**src/hw/rtl/ssbr_pkg.sv**
```systemverilog
`timescale 1ns / 1ps
`default_nettype none

package ssbr_pkg;

  localparam int NUM_SETS    = 2048;
  localparam int NUM_WAYS    = 16;
  localparam int SIG_ENTRIES = 1024;

  localparam int SET_W  = (NUM_SETS > 1) ? $clog2(NUM_SETS) : 1;
  localparam int WIDX_W = $clog2(NUM_WAYS);
  localparam int SIG_W  = $clog2(SIG_ENTRIES);

  localparam int CLR_DEPTH = (NUM_SETS > SIG_ENTRIES) ? NUM_SETS : SIG_ENTRIES;
  localparam int CLR_W     = $clog2(CLR_DEPTH);

  localparam int MASK_W = 16;
  localparam int WAY_W  = 5;

  localparam logic       REQ_VICTIM     = 1'b0;
  localparam logic       REQ_UPDATE     = 1'b1;
  localparam logic [1:0] KIND_WRITEBACK = 2'd3;

  localparam logic [1:0] RRPV_MAX  = 2'd3;
  localparam logic [1:0] RRPV_LONG = 2'd2;
  localparam logic [1:0] RRPV_NEAR = 2'd0;

  localparam logic [1:0] CNT_MAX  = 2'd3;
  localparam logic [1:0] CNT_MIN  = 2'd0;
  localparam logic [1:0] CNT_INIT = 2'd1;
  localparam logic [1:0] CNT_HOT  = 2'd2;

  typedef struct packed {
    logic              req_type;
    logic [10:0]       set_index;
    logic [63:0]       pc;
    logic [1:0]        access_kind;
    logic [MASK_W-1:0] valid_mask;
    logic [WAY_W-1:0]  way;
    logic              hit;
  } in_word_t;

  typedef struct packed {
    logic [WAY_W-1:0] victim_way;
    logic             bypass;
  } out_word_t;

  typedef struct packed {
    logic [1:0]       rrpv;
    logic [SIG_W-1:0] sig;
    logic             reused;
  } line_t;

  typedef line_t [NUM_WAYS-1:0] row_t;

  localparam int ROW_W = $bits(row_t);

  localparam line_t LINE_RESET = '{rrpv: RRPV_MAX, sig: '0, reused: 1'b0};
  localparam row_t  ROW_RESET  = {NUM_WAYS{LINE_RESET}};

  typedef enum logic [1:0] {
    ST_CLEAR,
    ST_IDLE,
    ST_READ,
    ST_TRAIN
  } state_t;

endpackage

`default_nettype wire

```
**src/hw/rtl/ssbr_victim.sv**
```systemverilog
`timescale 1ns / 1ps
`default_nettype none

module ssbr_victim (
  input  wire ssbr_pkg::row_t                     row,
  input  wire logic [ssbr_pkg::MASK_W-1:0]        valid_mask,
  output logic      [ssbr_pkg::WAY_W-1:0]         victim_way,
  output logic                                    all_valid,
  output ssbr_pkg::row_t                          aged_row
);

  logic [ssbr_pkg::NUM_WAYS-1:0] vld;
  logic [ssbr_pkg::NUM_WAYS-1:0] has_val [4];
  logic [1:0]                    top;
  logic [1:0]                    add;
  logic [ssbr_pkg::WAY_W-1:0]    inv_way;
  logic [ssbr_pkg::WAY_W-1:0]    top_way;

  always_comb begin
    for (int w = 0; w < ssbr_pkg::NUM_WAYS; w++) begin
      vld[w] = (w < ssbr_pkg::MASK_W) ? valid_mask[w % ssbr_pkg::MASK_W] : 1'b1;
      for (int v = 0; v < 4; v++) begin
        has_val[v][w] = (row[w].rrpv == 2'(v));
      end
    end
    all_valid = &vld;

    if (|has_val[3]) begin
      top = 2'd3;
    end else if (|has_val[2]) begin
      top = 2'd2;
    end else if (|has_val[1]) begin
      top = 2'd1;
    end else begin
      top = 2'd0;
    end
    add = ssbr_pkg::RRPV_MAX - top;

    inv_way = '0;
    top_way = '0;
    for (int w = ssbr_pkg::NUM_WAYS - 1; w >= 0; w--) begin
      if (!vld[w]) begin
        inv_way = ssbr_pkg::WAY_W'(w);
      end
      if (row[w].rrpv == top) begin
        top_way = ssbr_pkg::WAY_W'(w);
      end
    end

    aged_row = row;
    for (int w = 0; w < ssbr_pkg::NUM_WAYS; w++) begin
      aged_row[w].rrpv = row[w].rrpv + add;
    end

    victim_way = all_valid ? top_way : inv_way;
  end

endmodule

`default_nettype wire

```
**config.mk**
```make
export PLATFORM = sky130hd
export DESIGN_NAME = ssbr_victim
export DESIGN_NICKNAME = d
export VERILOG_FILES = /design/src/hw/rtl/ssbr_pkg.sv /design/src/hw/rtl/ssbr_victim.sv
export SDC_FILE = /design/constraint.sdc
export NUM_CORES = 1
export LEC_CHECK = 0
export ABC_CLOCK_PERIOD_IN_PS = 11000
export BUFFER_PORTS_ARGS = -buffer_cell sky130_fd_sc_hd__buf_2
export CAP_MARGIN = 20
export CORE_AREA = 2 2 169 171
export DETAILED_ROUTE_END_ITERATION = 8
export DIE_AREA = 0 0 171 173
export SLEW_MARGIN = 20
export SYNTH_ARGS = -nofsm -noshare
export SYNTH_HDL_FRONTEND = slang
export SYNTH_SLANG_ARGS = --single-unit
```
**constraint.sdc**
```tcl
create_clock -name vclk -period 11
set_input_delay 1.1 -clock vclk [all_inputs]
set_output_delay 1.1 -clock vclk [all_outputs]
set_load 0.02 [all_outputs]
```
==> impl_metrics.ini <==
[synth]
yosysWarnings = 0
synth_area_sq_um = 2601
syn_inst = 366
synth_common_cells = buf_4, inv_1, nor2_1
syn-num-nets = 606
synth.most_common_cell = buf_4
ys_types = 39
synth_area_leaders = buf_4, ha_1, xnor2_1, o21ai_0, inv_1
seq_area_frac_synth_pct = 0
synth.largest_area_cell = buf_4
synth_top_cell_area_share_pct = 51.08
syn-mean-instance-area_sq_um = 7.107

[power_and_ir_drop]
clkPwrFrac_pct = 0
pwr-share-comb_pct = 100.0
p_sw_uw = 46.46
power_density_nw_per_um2 = 34.18
ir_drop_mv = 0.007227
p_leak_nw = 0.8772
p_seq_share_pct = 0
p_int_uw = 26.76
p_sw_share_pct = 63.45

[worst_setup_path]
worst-setup-path-type = in2out
end_kind = output port
path_max_fanout = 9
arrival_ns = 4.24
crit_required_ns = 9.90
worstSetupStartpointType = input pin
cp-startpoint = row[38]

[routing]
antenna_left = 0
route.vias.total = 2031
wire_per_inst_microns = 19.36
drtIter0Drc = 92
drc = 0
viasPerCell = 3.129
wirelength_microns = 12570
drt_first_pass_iters = 4

[global_routing]
grt_max_degree = 36
grt_pass1_wl_microns = 16470
grt_pass1_vias = 2192
gr-total-overflow = 0
antenna_found_initial = 4
grt.total_usage_pct = 7.887

[floorplan]
die_area_sq_um = 29580
chipWidth_microns = 171
start_util_pct = 9.415
ios = 438
core_area_sq_um = 27630
core.rowCount = 61
die_h_microns = 173

[sta]
tightest_slew_ns = 0.6622
min_period_over_period_pct = 48.57
maxSlewHeadroom_pct = 55.76
fin_tns_setup_ns = 0
layout_min_cycle_time_ns = 5.343
drv_slew = 0
setup_viol = 0
hold_viol_final = 0
whs_ns = 2.200
rsz0062_at_grt = false
max_freq_mhz = 187.2
worst_slack_ns = 5.657

[outcome]
status = completed

[finish]
register_area_sq_um = 0
clock_buffers = 0
fin_cells = 649
seq_cell_count = 0
syn2layout_area_growth_pct = -17.65
drive_gt1_share_pct = 33.58
postLayoutCoreUtil_pct = 7.753
final_nets = 513
diodes = 0

[placement]
place_congestion = 0.8304
dp_cells = 649
dpl.hpwl_microns = 11300
port_buffers = 85
dp_slack_ns = 5.644

[clock_network]
cts.repair.resized = 0
cts_hold_buf = 0
postCtsSetupBuffers = 0

[hold_path]
hold_start = row[117]
hold_path_class = in2out

[run]
max_cap_viol_count = 0
-- power groups by stage --
stage	Combinational, mW	Clock [mW]	Sequential [mW]
after global placement	0.0734	0	0
after detailed placement	0.0740	0	0
final	0.0732	0	0
after CTS	0.0743	0	0
after global routing	0.0798	0	0
after floorplan	0.132	0	0
-- area by class of cell --
class                      count  area (sq um)
fill                        3311         25490
tap                          378         473.0
multi-input combinational    164          1157
timing repair buffer          86         432.9
inverter                      21         78.83
-- cells by family after synthesis --
kind of cell,after synthesis,share of synthesized area (%)
buf+inv,202,55.51
xor+xnor,16,5.387
compound gates,67,17.84
fa+ha+maj,16,7.696
simple gates,64,13.42
other cells,1,0.1442
-- routing by layer --
layer / track usage, % / vias to the layer above / share of wire [%]
li1: - / 872 / -
met1: 6.998 / 880 / 31
met2: 13.49 / 179 / 47
met3: 4.555 / 92 / 14
met4: 5.191 / 8 / 7.4
met5: 0 / - / 0.40
-- path summary, 6_finish.rpt --
check	end	cells past startpoint	slack, ns
max	victim_way[3]	12	5.66
min	aged_row[117]	0	2.20
-- worst max-delay path: stages --
cell and delay (ns):
buf_2 0.13, a22o_1 0.22, a221oi_1 0.25, and4_1 0.28
a21boi_1 0.57, buf_4 0.29, ha_1 0.26, o21a_1 0.15
nand2b_2 0.20, a2111o_1 0.43, a21oi_2 0.15, buf_2 0.19
-- through the flow --
stage,instance area (sq um),total power [mW]
after floorplan,2601,0.1319
after global placement,2142,0.07339
after detailed placement,2142,0.07405
after CTS,2142,0.07434
after global routing,2142,0.07977
final,2142,0.07322
-- cell usage in the layout, fill, tap and decap left out, types with 7 or more instances in the layout --
cell type	n
ha_1	16
inv_1	21
xnor2_1	16
nand2b_1	10
nor2_1	21
nand2_1	7
nand4_1	7
o21ai_0	16
buf_2	85
a221oi_1	8
No activity file was read; power rests on OpenSTA's default activity.
