### src/hw/rtl/ssbr_ram.sv
`timescale 1ns / 1ps
`default_nettype none

module ssbr_ram #(
  parameter int WIDTH = 8,
  parameter int DEPTH = 16,
  localparam int AW = (DEPTH > 1) ? $clog2(DEPTH) : 1
) (
  input  wire logic             clk,
  input  wire logic             we,
  input  wire logic [AW-1:0]    waddr,
  input  wire logic [WIDTH-1:0] wdata,
  input  wire logic             re,
  input  wire logic [AW-1:0]    raddr,
  output logic      [WIDTH-1:0] rdata
);

  logic [WIDTH-1:0] mem [DEPTH];

  always_ff @(posedge clk) begin
    if (we) begin
      mem[waddr] <= wdata;
    end
    if (re) begin
      rdata <= mem[raddr];
    end
  end

endmodule

`default_nettype wire

### config.mk
export PLATFORM = sky130hd
export DESIGN_NAME = ssbr_ram
export DESIGN_NICKNAME = d
export VERILOG_FILES = /design/src/hw/rtl/ssbr_ram.sv
export SDC_FILE = /design/constraint.sdc
export NUM_CORES = 1
export LEC_CHECK = 0
export BUFFER_PORTS_ARGS = -buffer_cell sky130_fd_sc_hd__buf_4
export CORE_ASPECT_RATIO = 0.8
export CORE_UTILIZATION = 55
export DETAILED_ROUTE_END_ITERATION = 10
export GPL_TIMING_DRIVEN = 0
export PLACE_DENSITY = 0.83
export SLEW_MARGIN = 0
export SYNTH_ARGS = -nofsm -noshare
export SYNTH_HDL_FRONTEND = slang
export SYNTH_SLANG_ARGS = --single-unit
### constraint.sdc
create_clock -name clk -period 2.3 [get_ports clk]
set_input_delay 0.46 -clock clk [delete_from_list [all_inputs] [get_ports clk]]
set_output_delay 0.46 -clock clk [all_outputs]
set_load 0.05 [all_outputs]
==> results of run 1 <==
worst max-delay path, stage by stage:
cell and delay (ns):
buf_4 0.13, nand3b_1 0.22, nor3_1 0.99
logic make-up after synthesis:
kind of cell,after synthesis,synth area share (%)
buf+inv,10,1.651
flops,136,78.12
compound gates,16,2.298
mux,32,14.79
simple gates,35,3.136
synth_stat cells, drive strengths merged:
cell / n / area [sq um]
a22oi: 16 / 120.1
and2: 1 / 6.260
and2b: 1 / 7.510
buf: 7 / 56.30
clkdlybuf4s25: 3 / 30.03
edfxtp: 136 / 4084
mux4: 32 / 773.2
nand2: 9 / 33.78
nand2b: 2 / 12.51
nand3: 1 / 5.000
nand3b: 2 / 15.01
nor2: 13 / 48.80
nor2b: 1 / 6.260
nor3: 4 / 20.02
or3b: 1 / 8.760
worst paths after layout:
path / from / to / slack (ns) / cells past startpoint
max: waddr[2] / mem[8][2]$_DFFE_PP_ / 0.51 / 3
max reg2reg: mem[4][2]$_DFFE_PP_ / rdata[2]$_DFFE_PP_ / 0.71 / 3
min: re / rdata[4]$_DFFE_PP_ / 0.33 / 1
min reg2reg: mem[9][3]$_DFFE_PP_ / rdata[3]$_DFFE_PP_ / 0.78 / 3
report_power, final:
part / internal, mW / leakage, nW / switching, mW
clock network: 1.59 / 0.275 / 1.02
registers: 2.79 / 1.24 / 0.0143
logic: 0.124 / 0.540 / 0.198
per-stage QoR:
stage	hold slack, ns	total power [mW]
5_1_grt	0.3238	5.898
6_report	0.3291	5.741
2_1_floorplan	0.5589	3.039
4_1_cts	0.3208	5.768
3_5_place_dp	0.7481	3.178
3_3_place_gp	0.7368	3.163
routing by layer:
layer  GRT usage [%]  vias up
li1                -     1074
met1           31.72     1298
met2           35.91      143
met3           6.712       14
met4           8.717        0
met5               0        -
layout make-up:
| type | instances | area (sq um) | share of cell area, % |
|---|---|---|---|
| Clock inverter | 15 | 152.6 | 2.485 |
| Multi-Input combinational cell | 83 | 1062 | 17.29 |
| Clock buffer | 17 | 425.4 | 6.926 |
| Tap cell | 115 | 143.9 | 2.343 |
| Buffer | 10 | 86.33 | 1.406 |
| Timing Repair Buffer | 25 | 187.7 | 3.056 |
| Sequential cell | 136 | 4084 | 66.49 |
sequential cells by signal (all words and copies together) (netlist names):
| signal | count |
|---|---|
| mem | 128 |
| rdata | 8 |
==> run_results.csv, run 1 <==
group,metric,value,unit
sta,hold_viol,0,
route,ant_nets,0,
placement,dpl_worst_slack,-0.2233,ns
sta,fmax,559.1,MHz
cells_and_area,utilization,67.10,%
logic_synthesis,syn_inst,229,
cells_and_area,finalInstanceArea,0.006142,sq mm
critical_path,crit_fanout,8,
logic_synthesis,syn_area,0.005228,sq mm
clocking,cts_hold_buf,0,
logic_synthesis,yosysSeqAreaShare,78.12,%
route,wl_per_cell,25.94,um
power,p_leak,2.051,nW
global_route,grt_max_degree,17,
critical_path,arrival,1.81,ns
route,drc,7,
route,dr_wl_met2,5026,um
clocking,htree_levels,4,
placement,port_buffers,25,
logic_synthesis,synth_area_per_cell,22.83,sq um
global_route,grt_pass1_wl,15240,um
clocking,cts-root-buf,"clkbuf_16",
power,ir_drop,0.6245,mV
placement,gp_congestion,0.7278,
route,vias,2529,
die,ios,27,
cells_and_area,num_antenna_cells,0,
global_route,grt_pass1_vias,2587,
critical_path,crit_path_end_kind,"flip-flop",
sta,relSlewSlack,15.18,%
power,pwr_density_cell,934.7,mW/mm^2
route,wl_met1,4321,um
die,core_area,0.009154,sq mm
status,violations,"design-rule violations",
sta,finalWorstSetupSlack,0.5114,ns
logic_synthesis,ys_seq_elements,136,
clocking,cts.clk_slew.worst_paths,0.06,ns
die,design.die.area,0.009901,sq mm
clocking,cts_buffers,17,
clocking,clockBufferDepth,2,
critical_path,cp-start-kind,"input port",
worst_hold_path,hp-class,"input port to flip-flop",
logic_synthesis,yosys_warnings,0,
logic_synthesis,synthDistinctLibCells,18,
sta,tightest_slew,1.263,ns
logic_synthesis,synth_nets,248,
die,rows,31,
status,status,"complete, but fails checks",
route,drt_iter0_drc,222,
placement,dp_hpwl,6516,um
die,die_y,89.20,um
sta,slew_violations,0,
clocking,cts_sinks,136,
route,drt-total-wl,10400,um
run,cap_violations,0,
cells_and_area,num-fill-cells,570,
sta,rsz0062_at_grt,"no",
placement,dpl_cell_area,0.005559,sq mm
cells_and_area,final_common_cell,"edfxtp_1",
cells_and_area,drive_gt1_share,29.72,%
sta,skew,0.008302,ns
cells_and_area,fin_nets,292,
sta,period_share,77.77,%
sta,min_period,1.789,ns
die,die-width,111,um
route,wl_met3,910,um
sta,final-setup-viol-count,0,
clocking,post_cts_resized,0,
cells_and_area,stdcell_count,401,
global_route,antenna_found_initial,0,
cells_and_area,layout_common_cells,"edfxtp_1 (136), buf_4 (26), mux4_2 (18)",
critical_path,path_class,"input port to flip-flop",
clocking,cts_tree,"done",
clocking,clk-insertion-delay-late,0.41,ns
global_route,grt-ovfl-total,0,
route,top_layer,"met4",
route,firstDrtPassIters,8,
sta,setup_tns,0,ns
die,start_util,57.11,%
global_route,grtUsageTotal,23.05,%
cells_and_area,areaGrowthSynthToFinish,17.50,%
route,via_per_inst,6.307,
placement,dp.cells,369,
clocking,postCtsSetupBuffers,0,
critical_path,required,2.32,ns
(Power assumes the default switching activity.)
==> run 2, diff against run 1 <==
- clock period: 2.3 -> 1.8 ns (I/O delays scaled with it)
==> run 2 against run 1 <==
Compared with the run above: the flow still finishes with violations (design-rule violations); non-clock buffer count unchanged; global-route usage down 0.36 points; register-to-register slack worse by 0.44 ns; clock power up 30%; largest cell class unchanged.
==> run_results.csv, run 2 (synthesized netlist as in run 1, its figures left out) <==
group,metric,value,unit
route,drt_iter0_drc,318,
sta,holdWs,0.2345,ns
route,drt-total-wl,10150,um
placement,gp_congestion,0.7368,
power,ir_drop,0.8618,mV
cells_and_area,final_common_cell,"edfxtp_1",
die,ios,27,
status,violations,"design-rule violations",
cells_and_area,largestRegisters,"mem x128, rdata x8",
sta,tightest_slew,1.265,ns
critical_path,required,1.83,ns
placement,port_buffers,25,
sta,rsz0062_at_grt,"no",
sta,hold_viol,0,
clocking,postCtsSetupBuffers,0,
clocking,cts_tree,"done",
power,p_total,7.400,mW
critical_path,cp-start-kind,"input port",
clocking,cts-root-buf,"clkbuf_16",
cells_and_area,layout_common_cells,"edfxtp_1 (136), buf_4 (26), mux4_2 (18)",
cells_and_area,finalInstanceArea,0.006156,sq mm
global_route,grtUsageTotal,22.68,%
sta,relSlewSlack,15.03,%
cells_and_area,regMostFlops,"mem",
die,die-width,111,um
cells_and_area,num-fill-cells,563,
cells_and_area,drive_gt1_share,29.02,%
cells_and_area,largest_reg_flops,128,
cells_and_area,fin_nets,292,
cells_and_area,stdcell_count,401,
sta,fmax,586.0,MHz
global_route,grt_pass1_vias,2512,
clocking,htree_levels,4,
die,die_y,89.20,um
die,core_area,0.009154,sq mm
placement,dp.cells,369,
status,status,"complete, but fails checks",
run,cap_violations,0,
cells_and_area,num_antenna_cells,0,
cells_and_area,utilization,67.25,%
critical_path,crit_path_end_kind,"flip-flop",
critical_path,crit_fanout,8,
clocking,cts_hold_buf,0,
sta,skew,0.006600,ns
route,firstDrtPassIters,8,
route,drc,6,
sta,final-setup-viol-count,0,
route,wl_per_cell,25.32,um
clocking,clk-insertion-delay-late,0.41,ns
placement,dp_hpwl,6187,um
power,pwr_density_cell,1202,mW/mm^2
route,ant_nets,0,
die,start_util,57.11,%
global_route,grt_max_degree,17,
clocking,cts_buffers,17,
critical_path,path_class,"input port to flip-flop",
clocking,cts.clk_slew.worst_paths,0.06,ns
global_route,grt-ovfl-total,0,
worst_hold_path,hp-class,"input port to flip-flop",
cells_and_area,areaGrowthSynthToFinish,17.76,%
sta,slew_violations,0,
sta,min_period,1.706,ns
clocking,cts_sinks,136,
die,design.die.area,0.009901,sq mm
clocking,clockBufferDepth,2,
die,rows,31,
route,via_per_inst,6.239,
global_route,grt_pass1_wl,14930,um
placement,dpl_cell_area,0.005564,sq mm
route,vias,2502,
global_route,antenna_found_initial,0,
critical_path,arrival,1.74,ns
power,p_leak,2.049,nW
sta,period_share,94.80,%
## run 2: cell types whose count changed in the layout (fill, tap and decap cells not counted)
cell and delta:
clkbuf_1 +1, clkinv_2 -1, nor3_2 +1, inv_6 -2
nor3_1 -1, clkinvlp_4 +1, bufinv_16 +1, clkinv_1 +2
clkinv_4 -2
## run 2: worst paths after layout
kind,start,end,slack [ns],cells after the start
hold reg to reg,mem[0][3]$_DFFE_PP_,rdata[3]$_DFFE_PP_,0.76,3
setup reg to reg,mem[3][4]$_DFFE_PP_,rdata[4]$_DFFE_PP_,0.27,3
hold / removal,re,rdata[2]$_DFFE_PP_,0.23,1
setup / recovery,waddr[2],mem[3][2]$_DFFE_PP_,0.09,3
## run 2: through the flow
stage               setup TNS [ns]  setup WS, ns
finish                           0       0.09365
global route                     0       0.04051
CTS                              0       0.06729
detailed placement          -13.11       -0.2716
global placement            -10.90       -0.2739
floorplan                        0        0.1576
## run 2: report_power, final
part,total (mW),internal [mW],switching [mW]
registers,3.59,3.57,0.0179
logic,0.411,0.158,0.253
clock network,3.40,2.15,1.25
## run 2: critical path, stage by stage
cell    delay [ns]
buf_4         0.13
or3b_2        0.53
nor2_1        0.71
## run 2: area by class of cell
cell class | instances | area (sq um) | share of cell area, %
flip-flops and latches | 136 | 4084 | 66.34
clock buffers | 18 | 429.2 | 6.972
plain buffers | 10 | 86.33 | 1.402
multi-input cells | 83 | 1067 | 17.34
well taps | 115 | 143.9 | 2.337
clock inverters | 14 | 157.7 | 2.561
repair buffers | 25 | 187.7 | 3.049
## run 2: timing repair
item | in CTS | in global routing
endpoints found under the setup margin | 0 | 8
hold endpoints to repair | 0 | 0
gates resized for setup | 0 | 1
## run 2: metal layers
metal	wire length [um]	track usage [%]	vias up
met1	4309	31.08	1272
li1	-	-	1069
met4	158	10.83	0
met5	0	0	-
met2	4758	33.85	147
met3	925	7.322	14
